## config.mk

```make
export PLATFORM = sky130hd
export DESIGN_NAME = laser_channel_power_sequencer
export DESIGN_NICKNAME = d
export VERILOG_FILES = /design/src/design/lcps_pkg.sv /design/src/design/laser_channel_power_sequencer.sv /design/src/design/lcps_ram.sv /design/src/design/lcps_update.sv
export SDC_FILE = /design/constraint.sdc
export NUM_CORES = 1
export LEC_CHECK = 0
export BUFFER_PORTS_ARGS = -buffer_cell sky130_fd_sc_hd__buf_2
export CORE_UTILIZATION = 55
export CTS_CLUSTER_SIZE = 25
export DETAILED_ROUTE_END_ITERATION = 16
export PLACE_DENSITY = 0.72
export SKIP_LAST_GASP = 1
export SYNTH_ARGS = -nofsm -noshare
export SYNTH_HDL_FRONTEND = slang
export SYNTH_HIERARCHICAL = 1
export SYNTH_SLANG_ARGS = --single-unit
```

## constraint.sdc

```tcl
create_clock -name clk_i -period 9.2 [get_ports clk_i]
set_input_delay 0.46 -clock clk_i [delete_from_list [all_inputs] [get_ports clk_i]]
set_output_delay 0.46 -clock clk_i [all_outputs]
set_load 0.01 [all_outputs]
```

## src/design/lcps_pkg.sv

```systemverilog
// Shared constants, register indexes and types of the laser channel power sequencer.
package lcps_pkg;

  localparam int unsigned CHANNELS = 2;
  localparam int unsigned CH_W     = 1;
  localparam int unsigned TIME_W   = 32;
  localparam int unsigned DELAY_W  = 16;
  localparam int unsigned CUR_W    = 8;

  localparam logic [DELAY_W-1:0] ON_DELAY_RST  = 16'd2000;
  localparam logic [DELAY_W-1:0] OFF_DELAY_RST = 16'd200;

  typedef enum logic [0:0] {
    CfgOnDelay  = 1'b0,
    CfgOffDelay = 1'b1
  } cfg_reg_e;

  // Per-channel state, one RAM entry.
  typedef struct packed {
    logic              pending_on;
    logic              off_pending;
    logic [TIME_W-1:0] on_start;
    logic [TIME_W-1:0] off_start;
    logic              switch_closed;
    logic              power_on;
    logic [CUR_W-1:0]  last_current;
  } chan_state_t;

  localparam int unsigned STATE_W = $bits(chan_state_t);

  // One accepted poll word.
  typedef struct packed {
    logic [CH_W-1:0]   channel;
    logic [TIME_W-1:0] now_ms;
    logic              enable_request;
    logic              fault_present;
    logic              setup_done;
    logic [CUR_W-1:0]  current_setpoint;
  } poll_t;

  // One result word, channel excepted.
  typedef struct packed {
    logic             power_enable;
    logic             switch_closed;
    logic             current_write;
    logic [CUR_W-1:0] current_value;
  } result_t;

endpackage

```

## src/design/laser_channel_power_sequencer.sv

```systemverilog
// Top level of the laser channel power sequencer: poll pipeline, state RAM and output register.
//
// The block takes one poll word per cycle while not stalled and returns one result word per
// poll, in order. Accepting a poll reads its channel's state from a RAM of CHANNELS entries;
// advancing the update stage updates that state, writes it back and loads the output register.
// The last written entry is kept in a bypass register, so polls of the same channel in
// consecutive cycles see each other's updates without a bubble. Entries not yet written read as
// the reset state, tracked by one valid flop per channel. The delay registers reset to 2000 ms
// and 200 ms; the user must write them only while the block is idle, which it does not enforce.
module laser_channel_power_sequencer (
  input  logic                             clk_i,
  input  logic                             rst_ni,

  input  logic                             cfg_we_i,
  input  logic [0:0]                       cfg_idx_i,
  input  logic [lcps_pkg::DELAY_W-1:0]     cfg_data_i,

  input  logic                             in_valid_i,
  output logic                             in_stall_o,
  input  logic [lcps_pkg::CH_W-1:0]        channel_i,
  input  logic [lcps_pkg::TIME_W-1:0]      now_ms_i,
  input  logic                             enable_request_i,
  input  logic                             fault_present_i,
  input  logic                             setup_done_i,
  input  logic [lcps_pkg::CUR_W-1:0]       current_setpoint_i,

  output logic                             out_valid_o,
  input  logic                             out_stall_i,
  output logic [lcps_pkg::CH_W-1:0]        out_channel_o,
  output logic                             power_enable_o,
  output logic                             switch_closed_o,
  output logic                             current_write_o,
  output logic [lcps_pkg::CUR_W-1:0]       current_value_o
);

  logic [lcps_pkg::DELAY_W-1:0] on_delay_q;
  logic [lcps_pkg::DELAY_W-1:0] off_delay_q;

  logic                         s1_valid_q;
  lcps_pkg::poll_t              s1_poll_q;
  logic                         s1_advance;
  logic                         in_accept;
  logic                         in_range;

  logic [lcps_pkg::CHANNELS-1:0] entry_valid_q;
  logic                          fwd_valid_q;
  logic [lcps_pkg::CH_W-1:0]     fwd_ch_q;
  lcps_pkg::chan_state_t         fwd_state_q;

  logic [lcps_pkg::STATE_W-1:0]  ram_rdata;
  lcps_pkg::chan_state_t         cur_state;
  lcps_pkg::chan_state_t         new_state;
  lcps_pkg::result_t             new_result;
  logic                          ram_we;

  logic                          out_valid_q;
  logic [lcps_pkg::CH_W-1:0]     out_ch_q;
  lcps_pkg::result_t             out_res_q;

  // Configuration registers.
  always_ff @(posedge clk_i or negedge rst_ni) begin
    if (!rst_ni) begin
      on_delay_q  <= lcps_pkg::ON_DELAY_RST;
      off_delay_q <= lcps_pkg::OFF_DELAY_RST;
    end else if (cfg_we_i) begin
      case (lcps_pkg::cfg_reg_e'(cfg_idx_i))
        lcps_pkg::CfgOnDelay:  on_delay_q  <= cfg_data_i;
        lcps_pkg::CfgOffDelay: off_delay_q <= cfg_data_i;
        default: ;
      endcase
    end
  end

  // The update stage moves on whenever the output register is free or being emptied.
  assign s1_advance = !out_valid_q || !out_stall_i;
  assign in_stall_o = s1_valid_q && !s1_advance;
  assign in_accept  = in_valid_i && !in_stall_o;
  assign in_range   = 32'(channel_i) < lcps_pkg::CHANNELS;

  // An empty read stage takes a new word even while the output register is held.
  always_ff @(posedge clk_i or negedge rst_ni) begin
    if (!rst_ni) begin
      s1_valid_q <= 1'b0;
    end else if (!in_stall_o) begin
      s1_valid_q <= in_accept && in_range;
    end
  end

  always_ff @(posedge clk_i) begin
    if (in_accept) begin
      s1_poll_q.channel          <= channel_i;
      s1_poll_q.now_ms           <= now_ms_i;
      s1_poll_q.enable_request   <= enable_request_i;
      s1_poll_q.fault_present    <= fault_present_i;
      s1_poll_q.setup_done       <= setup_done_i;
      s1_poll_q.current_setpoint <= current_setpoint_i;
    end
  end

  lcps_ram #(
    .Width (lcps_pkg::STATE_W),
    .Depth (lcps_pkg::CHANNELS),
    .AddrW (lcps_pkg::CH_W)
  ) u_state_ram (
    .clk_i   (clk_i),
    .we_i    (ram_we),
    .waddr_i (s1_poll_q.channel),
    .wdata_i (new_state),
    .re_i    (in_accept),
    .raddr_i (channel_i),
    .rdata_o (ram_rdata)
  );

  // The bypass always holds the most recent write, so it wins over the RAM for its channel.
  always_comb begin
    if (fwd_valid_q && (fwd_ch_q == s1_poll_q.channel)) begin
      cur_state = fwd_state_q;
    end else if (entry_valid_q[s1_poll_q.channel]) begin
      cur_state = lcps_pkg::chan_state_t'(ram_rdata);
    end else begin
      cur_state = '0;
    end
  end

  lcps_update u_update (
    .state_i     (cur_state),
    .poll_i      (s1_poll_q),
    .on_delay_i  (on_delay_q),
    .off_delay_i (off_delay_q),
    .state_o     (new_state),
    .result_o    (new_result)
  );

  assign ram_we = s1_valid_q && s1_advance;

  always_ff @(posedge clk_i or negedge rst_ni) begin
    if (!rst_ni) begin
      entry_valid_q <= '0;
      fwd_valid_q   <= 1'b0;
    end else if (ram_we) begin
      entry_valid_q[s1_poll_q.channel] <= 1'b1;
      fwd_valid_q                      <= 1'b1;
    end
  end

  always_ff @(posedge clk_i) begin
    if (ram_we) begin
      fwd_ch_q    <= s1_poll_q.channel;
      fwd_state_q <= new_state;
    end
  end

  // Output register.
  always_ff @(posedge clk_i or negedge rst_ni) begin
    if (!rst_ni) begin
      out_valid_q <= 1'b0;
    end else if (s1_advance) begin
      out_valid_q <= s1_valid_q;
    end
  end

  always_ff @(posedge clk_i) begin
    if (ram_we) begin
      out_ch_q  <= s1_poll_q.channel;
      out_res_q <= new_result;
    end
  end

  assign out_valid_o     = out_valid_q;
  assign out_channel_o   = out_ch_q;
  assign power_enable_o  = out_res_q.power_enable;
  assign switch_closed_o = out_res_q.switch_closed;
  assign current_write_o = out_res_q.current_write;
  assign current_value_o = out_res_q.current_value;

endmodule

```

## src/design/lcps_ram.sv

```systemverilog
// Generic single-write, single-read RAM with registered read data.
module lcps_ram #(
  parameter int unsigned Width = 8,
  parameter int unsigned Depth = 2,
  parameter int unsigned AddrW = 1
) (
  input  logic             clk_i,
  input  logic             we_i,
  input  logic [AddrW-1:0] waddr_i,
  input  logic [Width-1:0] wdata_i,
  input  logic             re_i,
  input  logic [AddrW-1:0] raddr_i,
  output logic [Width-1:0] rdata_o
);

  logic [Width-1:0] mem_q [Depth];
  logic [Width-1:0] rdata_q;

  always_ff @(posedge clk_i) begin
    if (we_i) begin
      mem_q[waddr_i] <= wdata_i;
    end
    if (re_i) begin
      rdata_q <= mem_q[raddr_i];
    end
  end

  assign rdata_o = rdata_q;

endmodule

```

## src/design/lcps_update.sv

```systemverilog
// Next-state and result logic for one poll of one channel.
module lcps_update (
  input  lcps_pkg::chan_state_t              state_i,
  input  lcps_pkg::poll_t                    poll_i,
  input  logic [lcps_pkg::DELAY_W-1:0]       on_delay_i,
  input  logic [lcps_pkg::DELAY_W-1:0]       off_delay_i,
  output lcps_pkg::chan_state_t              state_o,
  output lcps_pkg::result_t                  result_o
);

  logic                          want_on;
  logic [lcps_pkg::TIME_W-1:0]   on_elapsed;
  logic [lcps_pkg::TIME_W-1:0]   off_elapsed;
  logic                          on_done;
  logic                          off_done;
  lcps_pkg::chan_state_t         st;
  lcps_pkg::result_t             res;

  assign want_on = poll_i.enable_request && !poll_i.fault_present && poll_i.setup_done &&
                   (poll_i.current_setpoint != '0);

  // Wrapping subtraction keeps elapsed time right across timestamp rollover.
  assign on_elapsed  = poll_i.now_ms - state_i.on_start;
  assign off_elapsed = poll_i.now_ms - state_i.off_start;
  assign on_done     = on_elapsed >= {{(lcps_pkg::TIME_W - lcps_pkg::DELAY_W){1'b0}}, on_delay_i};
  assign off_done    = off_elapsed >= {{(lcps_pkg::TIME_W - lcps_pkg::DELAY_W){1'b0}}, off_delay_i};

  always_comb begin
    st  = state_i;
    res = '0;

    // The zero write looks at the switch level before this poll moves it.
    if (want_on) begin
      if (state_i.last_current != poll_i.current_setpoint) begin
        st.last_current   = poll_i.current_setpoint;
        res.current_write = 1'b1;
        res.current_value = poll_i.current_setpoint;
      end
    end else if ((state_i.last_current != '0) && !state_i.switch_closed) begin
      st.last_current   = '0;
      res.current_write = 1'b1;
    end

    if (want_on) begin
      if (state_i.pending_on) begin
        if (on_done) begin
          st.switch_closed = 1'b1;
          st.pending_on    = 1'b0;
        end
      end else begin
        st.power_on = 1'b1;
        if (!state_i.switch_closed) begin
          st.pending_on = 1'b1;
          st.on_start   = poll_i.now_ms;
        end
        st.off_pending = 1'b0;
      end
    end else begin
      if (state_i.off_pending) begin
        if (off_done) begin
          st.switch_closed = 1'b0;
          st.off_pending   = 1'b0;
        end
      end else begin
        st.power_on = 1'b0;
        if (state_i.switch_closed) begin
          st.off_pending = 1'b1;
          st.off_start   = poll_i.now_ms;
        end
        st.pending_on = 1'b0;
      end
    end

    res.power_enable  = st.power_on;
    res.switch_closed = st.switch_closed;
  end

  assign state_o  = st;
  assign result_o = res;

endmodule

```

==> results of run 1 <==
## cell usage in the layout, fill, tap and decap left out, drive strengths merged, types with 15 or more instances in the layout
cell type | synthesis | layout
nor2 | 48 | 48
mux2i | 79 | 79
nor3 | 16 | 16
nand2b | 15 | 15
nand2 | 202 | 202
inv | 187 | 188
o21a | 18 | 18
clkbuf | 30 | 52
xor2 | 25 | 25
mux2 | 113 | 113
clkinv | 0 | 19
nand3 | 23 | 23
o21ai | 113 | 113
a21oi | 81 | 81
xnor2 | 22 | 22
buf | 33 | 90
ha | 94 | 94
edfxtp | 360 | 360
dfrtp | 28 | 28
a21o | 36 | 36
## metal layers
layer,routed length (um),vias to the layer above
met5,0,-
met3,2510,86
met1,20400,6361
met4,1510,0
met2,20900,450
li1,-,6227
## state kept, by name, indices dropped and copies added, names as in the netlist
signal	cells
u_state_ram/mem_q	152
fwd_state_q	76
u_state_ram/rdata_o	76
s1_poll_q	44
off_delay_q	16
on_delay_q	16
current_value_o	8
entry_valid_q	2
current_write_o	1
fwd_ch_q	1
fwd_valid_q	1
out_valid_o	1
power_enable_o	1
s1_valid_q	1
switch_closed_o	1
## report_power, final
group / internal, W / switching, W
clock network: 0.00106 / 0.000691
registers: 0.00225 / 0.0000664
logic: 0.000550 / 0.000872
## worst max path at each step
stage	end	slack, ns
detailed placement	u_state_ram/mem_q[0][9]	2.64
floorplan	u_state_ram/mem_q[0][0]	2.82
global route	switch_closed_o	2.09
CTS	fwd_state_q[9]	2.62
global placement	fwd_state_q[9]	2.84
finish	switch_closed_o	2.58
## final cells by class
| type | instances | share of cell area (%) |
|---|---|---|
| Inverter | 187 | 3.11 |
| Multi-Input combinational cell | 1037 | 33.9 |
| Sequential cell | 397 | 51.9 |
| Clock inverter | 27 | 1.32 |
| Timing Repair Buffer | 90 | 2.12 |
| Clock buffer | 52 | 5.09 |
| Tap cell | 468 | 2.59 |
## logic make-up (layout without fill, tap and decap cells)
family / count (synthesis) / after routing / synth area share, %
AOI/OAI and AO/OA: 322 / 322 / 9.86
xor gates and xnor gates: 47 / 47 / 2.01
adders and majority gates: 96 / 96 / 5.95
buffers and inverters: 250 / 356 / 5.24
DFF: 397 / 397 / 57.4
muxes: 192 / 192 / 10.8
and+or+nand+nor: 380 / 380 / 8.68
## critical path, cell delays in order (launching register included)
cell       delay (ns)
edfxtp_1         0.53
xnor2_1          0.32
nand2_4          0.49
mux2i_1          0.46
inv_1            0.11
ha_1             0.31
nor2b_1          0.15
o31a_1           0.28
o21ai_0          0.16
nand2b_1         0.10
a21oi_1          0.15
o21bai_1         0.11
a21o_1           0.19
a21oi_1          0.17
xnor2_1          0.16
ha_1             0.28
and4_1           0.23
a221oi_1         0.28
a21oi_1          0.19
nor4bb_1         0.30
o2111ai_1        0.14
or4_4            0.52
nor4_4           0.37
a21o_1           0.17
a32oi_1          0.10
## metrics by stage
stage / hold WS, ns / power (W)
finish: 0.0290 / 0.00549
global route: 0.0407 / 0.00576
CTS: 0.0335 / 0.00551
detailed placement: 0.452 / 0.00374
global placement: 0.455 / 0.00370
floorplan: 0.164 / 0.00338
==> impl_metrics.py, run 1 <==
metrics = {
    "sta": {
        "post-route-period-util_pct": 71.9,
        "skew_ns": 0.0167,
        "setup_viol": 0,
        "max_freq_mhz": 151,
        "worst_slew_pin_slew_ns": 1.14,
        "rsz0062_at_grt": "false",
        "finalMaxSlewViolations": 0,
        "tns_ns": 0,
        "finalWorstSetupSlack_ns": 2.58,
        "period_minus_slack_ns": 6.62,
        "hold_viol": 0,
        "slew_headroom_pct": 23.4,
    },
    "logic_synthesis": {
        "synth_edf_count": 360,
        "netlist_instances": 1684,
        "synth-seq-cells": 397,
        "seq_area_frac_synth_pct": 57.4,
        "synth_area_leaders": "edfxtp_1 53%, ha_1 5.8%, mux2_2 4.0%, mux2i_1 3.9%, nand2_1 3.7%",
        "avgSynthCellArea_sq_um": 12.1,
        "netlist_area_sq_mm": 0.0205,
        "synthFlopType": "edfxtp_1",
        "synth_common_cells": "360 x edfxtp_1, 202 x nand2_1, 187 x inv_1",
        "synth_most_common_cell": "edfxtp_1",
        "synth.net_count": 1846,
        "synth_top_area_share_pct": 52.9,
        "yosysTopAreaCell": "edfxtp_1",
        "yosys_warnings": 6,
        "yosysUniqueCellTypes": 79,
        "synthArstFlopShare_pct": 9.32,
    },
    "grt": {
        "grt_max_degree": 72,
        "antenna_found_initial": 0,
        "globalRouteMet3Util_pct": 3.68,
        "grt_util_met2_pct": 39.1,
        "overflow": 0,
        "grt_pass1_vias": 12900,
        "grt_usage_pct": 24.4,
        "grt_use_met1_pct": 33.7,
        "grt_pass1_wl_mm": 71.4,
        "busiest_layer": "met2",
    },
    "clocking": {
        "clkSlewWorstSetupHoldPaths_ns": 0.06,
        "cts_max_level": 2,
        "cts_sinks": 397,
        "cts-root-buf": "clkbuf_16",
        "clock_latency_ns": 0.57,
        "cts_hold_buf": 0,
        "postCtsSetupBuffers": 0,
        "clock_path_buffers": 3,
        "cts_tree": "done",
        "cts-resized-gates": 0,
        "cts_made_buffers": 43,
    },
    "die": {
        "rows": 70,
        "pin_count": 80,
        "dieHeight_um": 195,
        "core_area_sq_mm": 0.0366,
        "die_w_um": 195,
        "initial_core_util_pct": 55.9,
        "die_area_sq_mm": 0.0380,
    },
    "critical_path": {
        "startpoint": "s1_poll_q[43]",
        "rr_worst_depth": 24,
        "worstReg2RegStart": "s1_poll_q[43]",
        "worstReg2RegEnd": "switch_closed_o",
        "crit_type": "reg2reg",
        "arrival_ns": 6.85,
        "worstPathRequired_ns": 9.43,
        "crit_fanout": 43,
        "cp-start-kind": "flop",
        "reg2reg_slack_ns": 2.58,
        "end_kind": "flop",
    },
    "final_layout": {
        "seq_area_sq_mm": 0.0117,
        "fin_cells": 2258,
        "antenna_cells": 0,
        "synthToLayoutAreaGrowth_pct": 10.7,
        "fillers": 2837,
        "finish.utilization_pct": 61.8,
        "multi_input_area_sq_mm": 0.00766,
        "drive_above_1_share_pct": 17.2,
        "nets": 1918,
        "design_area_sq_mm": 0.0226,
    },
    "placement": {
        "numPortBuffers": 79,
        "place_inst": 2179,
        "dpl-instance-area_sq_mm": 0.0212,
        "globalplace.congestion": 0.928,
        "place_ws_ns": 2.64,
        "hpwl_mm": 30.0,
    },
    "route": {
        "antenna_left": 0,
        "drt_iter0_markers": 1099,
        "post_drt_wl_per_cell_um": 20.1,
        "vias": 13100,
        "vias_per_cell": 5.81,
        "wl_mm": 45.3,
        "firstDrtPassIters": 9,
        "drc": 0,
    },
    "power_and_ir_drop": {
        "peakVddDrop_mv": 0.163,
        "powerDensity_mw_per_mm2": 242,
        "power.leakage_nw": 9.46,
    },
    "run": {
        "drv_cap": 0,
    },
    "run_status": {
        "status": "finished, final reports clean",
    },
    "worst_hold_path": {
        "hold_path_class": "in2async",
    },
}
Power figures use the tool's default switching activity.
==> run 2: changes to the inputs <==
--- a/config.mk
+++ b/config.mk
@@ -9,7 +9,7 @@
 export CORE_UTILIZATION = 55
 export CTS_CLUSTER_SIZE = 25
 export DETAILED_ROUTE_END_ITERATION = 16
-export PLACE_DENSITY = 0.72
+export PLACE_DENSITY = 0.75
 export SKIP_LAST_GASP = 1
 export SYNTH_ARGS = -nofsm -noshare
 export SYNTH_HDL_FRONTEND = slang
==> constraint.sdc (replaced) <==
create_clock -name clk_i -period 5.6 [get_ports clk_i]
set_input_delay 0.28 -clock clk_i [delete_from_list [all_inputs] [get_ports clk_i]]
set_output_delay 0.28 -clock clk_i [all_outputs]
set_load 0.01 [all_outputs]
==> run 2 against run 1 <==
Against the previous run:
- worst hold slack lost 0.0093 ns
- flip-flop and latch count is the same
- highest routed layer unchanged
- largest cell class unchanged
- non-clock buffer count is 142 higher
==> impl_metrics.py, run 2 (same netlist as run 1, synthesis figures left out) <==
metrics = {
    "final_layout": {
        "synthToLayoutAreaGrowth_pct": 18.4,
        "regMostFlops": "u_state_ram/mem_q",
        "final_common_cell": "edfxtp_1",
        "antenna_cells": 0,
        "drive_above_1_share_pct": 22.7,
        "design_area_sq_mm": 0.0242,
        "final_cell_mix": "360 x edfxtp_1, 199 x nand2_1, 186 x inv_1",
        "nets": 2061,
        "largest_reg_flops": 152,
    },
    "run_status": {
        "status": "finished, final reports clean",
    },
    "route": {
        "vias": 13700,
        "antenna_left": 0,
        "firstDrtPassIters": 7,
        "drc": 0,
        "post_drt_wl_per_cell_um": 19.9,
        "vias_per_cell": 5.72,
        "drt_iter0_markers": 1142,
        "wl_mm": 47.7,
    },
    "grt": {
        "grt_pass1_wl_mm": 73.1,
        "grt_pass1_vias": 13300,
        "antenna_found_initial": 0,
        "overflow": 0,
        "grt_max_degree": 64,
        "grt_usage_pct": 25.0,
    },
    "die": {
        "rows": 70,
        "core_area_sq_mm": 0.0366,
        "die_area_sq_mm": 0.0380,
        "die_w_um": 195,
        "initial_core_util_pct": 55.9,
        "dieHeight_um": 195,
        "pin_count": 80,
    },
    "sta": {
        "period_minus_slack_ns": 5.54,
        "setup_viol": 0,
        "skew_ns": 0.0126,
        "finalMaxSlewViolations": 0,
        "hold_viol": 0,
        "whs_ns": 0.0197,
        "post-route-period-util_pct": 98.9,
        "worst_slew_pin_slew_ns": 1.16,
        "slew_headroom_pct": 22.4,
        "max_freq_mhz": 181,
        "rsz0062_at_grt": "true",
    },
    "critical_path": {
        "reg2reg_slack_ns": 0.06,
        "crit_cells": 25,
        "crit_slowest_cell": "or4_4",
        "worstReg2RegEnd": "switch_closed_o",
        "slowest_delay_ns": 0.51,
        "cp_top_family": "simple AND/OR/NAND/NOR gates",
        "crit_buf_inv": 4,
        "crit_fanout": 8,
        "worstPathRequired_ns": 5.87,
        "rr_worst_depth": 25,
        "end_kind": "flop",
        "worstReg2RegStart": "s1_poll_q[43]",
        "arrival_ns": 5.81,
        "crit_type": "reg2reg",
        "startpoint": "s1_poll_q[43]",
        "cp-start-kind": "flop",
        "critPathCapture": "switch_closed_o",
    },
    "power_and_ir_drop": {
        "power.leakage_nw": 10.1,
        "combPwrFrac_pct": 29.1,
        "switching_share_pct": 30.3,
        "peakVddDrop_mv": 0.364,
        "p_int_w": 0.00650,
        "total_power_w": 0.00932,
        "p_switching_w": 0.00282,
        "powerDensity_mw_per_mm2": 385,
        "p_clk_share_pct": 30.1,
        "seq_power_share_pct": 40.8,
    },
    "clocking": {
        "clock_path_buffers": 3,
        "cts_tree": "done",
        "clock_latency_ns": 0.57,
        "clkSlewWorstSetupHoldPaths_ns": 0.07,
        "cts_max_level": 2,
        "cts-root-buf": "clkbuf_16",
        "cts_made_buffers": 43,
        "cts_sinks": 397,
    },
    "run": {
        "drv_cap": 0,
    },
    "placement": {
        "globalplace.congestion": 0.916,
        "numPortBuffers": 79,
        "hpwl_mm": 31.4,
        "dpl-instance-area_sq_mm": 0.0217,
    },
    "worst_hold_path": {
        "hold_path_class": "in2reg",
    },
}
run 2: changes by cell type in the layout (fill, tap and decap cells not counted), moves of 4 or more:
cell and change:
a21oi_1 -11, a21oi_2 +11, buf_4 +74, clkbuf_1 +7
clkinv_1 -4, clkinv_2 -6, dlygate4sd3_1 +61, ha_1 -10
ha_4 +7, mux2i_1 -5, o21ai_0 -6
run 2: area by class of cell:
cell class | instances | area, sq um
clock buffers | 60 | 1180
clock inverters | 18 | 213
fillers | 2704 | 12400
inverters | 187 | 704
multi-input cells | 1038 | 8020
flip-flops and latches | 397 | 11700
well taps | 468 | 586
repair buffers | 232 | 1760
run 2: per-layer routing:
layer | vias up | routed length, um | track usage (%)
met2 | 445 | 22800 | 41.6
met3 | 82 | 2710 | 4.10
met1 | 6694 | 21200 | 33.9
met4 | 0 | 1080 | 7.32
met5 | - | 0 | 0
li1 | 6502 | - | -
run 2: timing repair:
| action | in CTS | in global routing |
|---|---|---|
| hold buffers | 61 | 0 |
| gates cloned | 0 | 2 |
| resized for setup | 4 | 69 |
| pin swaps | 0 | 36 |
| endpoints found under the hold margin | 103 | 0 |
| endpoints found under the setup margin | 7 | 10 |
| buffers inserted | 0 | 20 |
run 2: metrics by stage:
stage | setup WS, ns | util [%] | setup TNS, ns | cells
finish | 0.0643 | 66.1 | 0 | 2400
global route | -0.266 | 66.1 | -2.29 | 2400
CTS | 0.00324 | 64.7 | 0 | 2378
detailed placement | -0.0785 | 59.2 | -0.409 | 2239
global placement | 0.0777 | 59.2 | 0 | 2239
floorplan | 0.0328 | - | 0 | 1684
run 2: worst min path at each step:
stage	cells past startpoint	to	slack [ns]	start
after detailed placement	1	on_delay_q[12]	0.46	rst_ni
after global routing	2	on_delay_q[15]	0.006	cfg_data_i[15]
after CTS	2	on_delay_q[15]	0.0009	cfg_data_i[15]
after floorplan	0	entry_valid_q[0]	-0.02	rst_ni
final	2	on_delay_q[15]	0.02	cfg_data_i[15]
after global placement	1	on_delay_q[13]	0.45	rst_ni
run 2: power groups by stage:
stage / clock network [W] / logic [W] / registers (W)
6_report: 0.00281 / 0.00271 / 0.00380
5_1_grt: 0.00298 / 0.00296 / 0.00383
4_1_cts: 0.00286 / 0.00250 / 0.00380
3_5_place_dp: 0 / 0.00244 / 0.00386
3_3_place_gp: 0 / 0.00238 / 0.00385
2_1_floorplan: 0 / 0.00172 / 0.00383
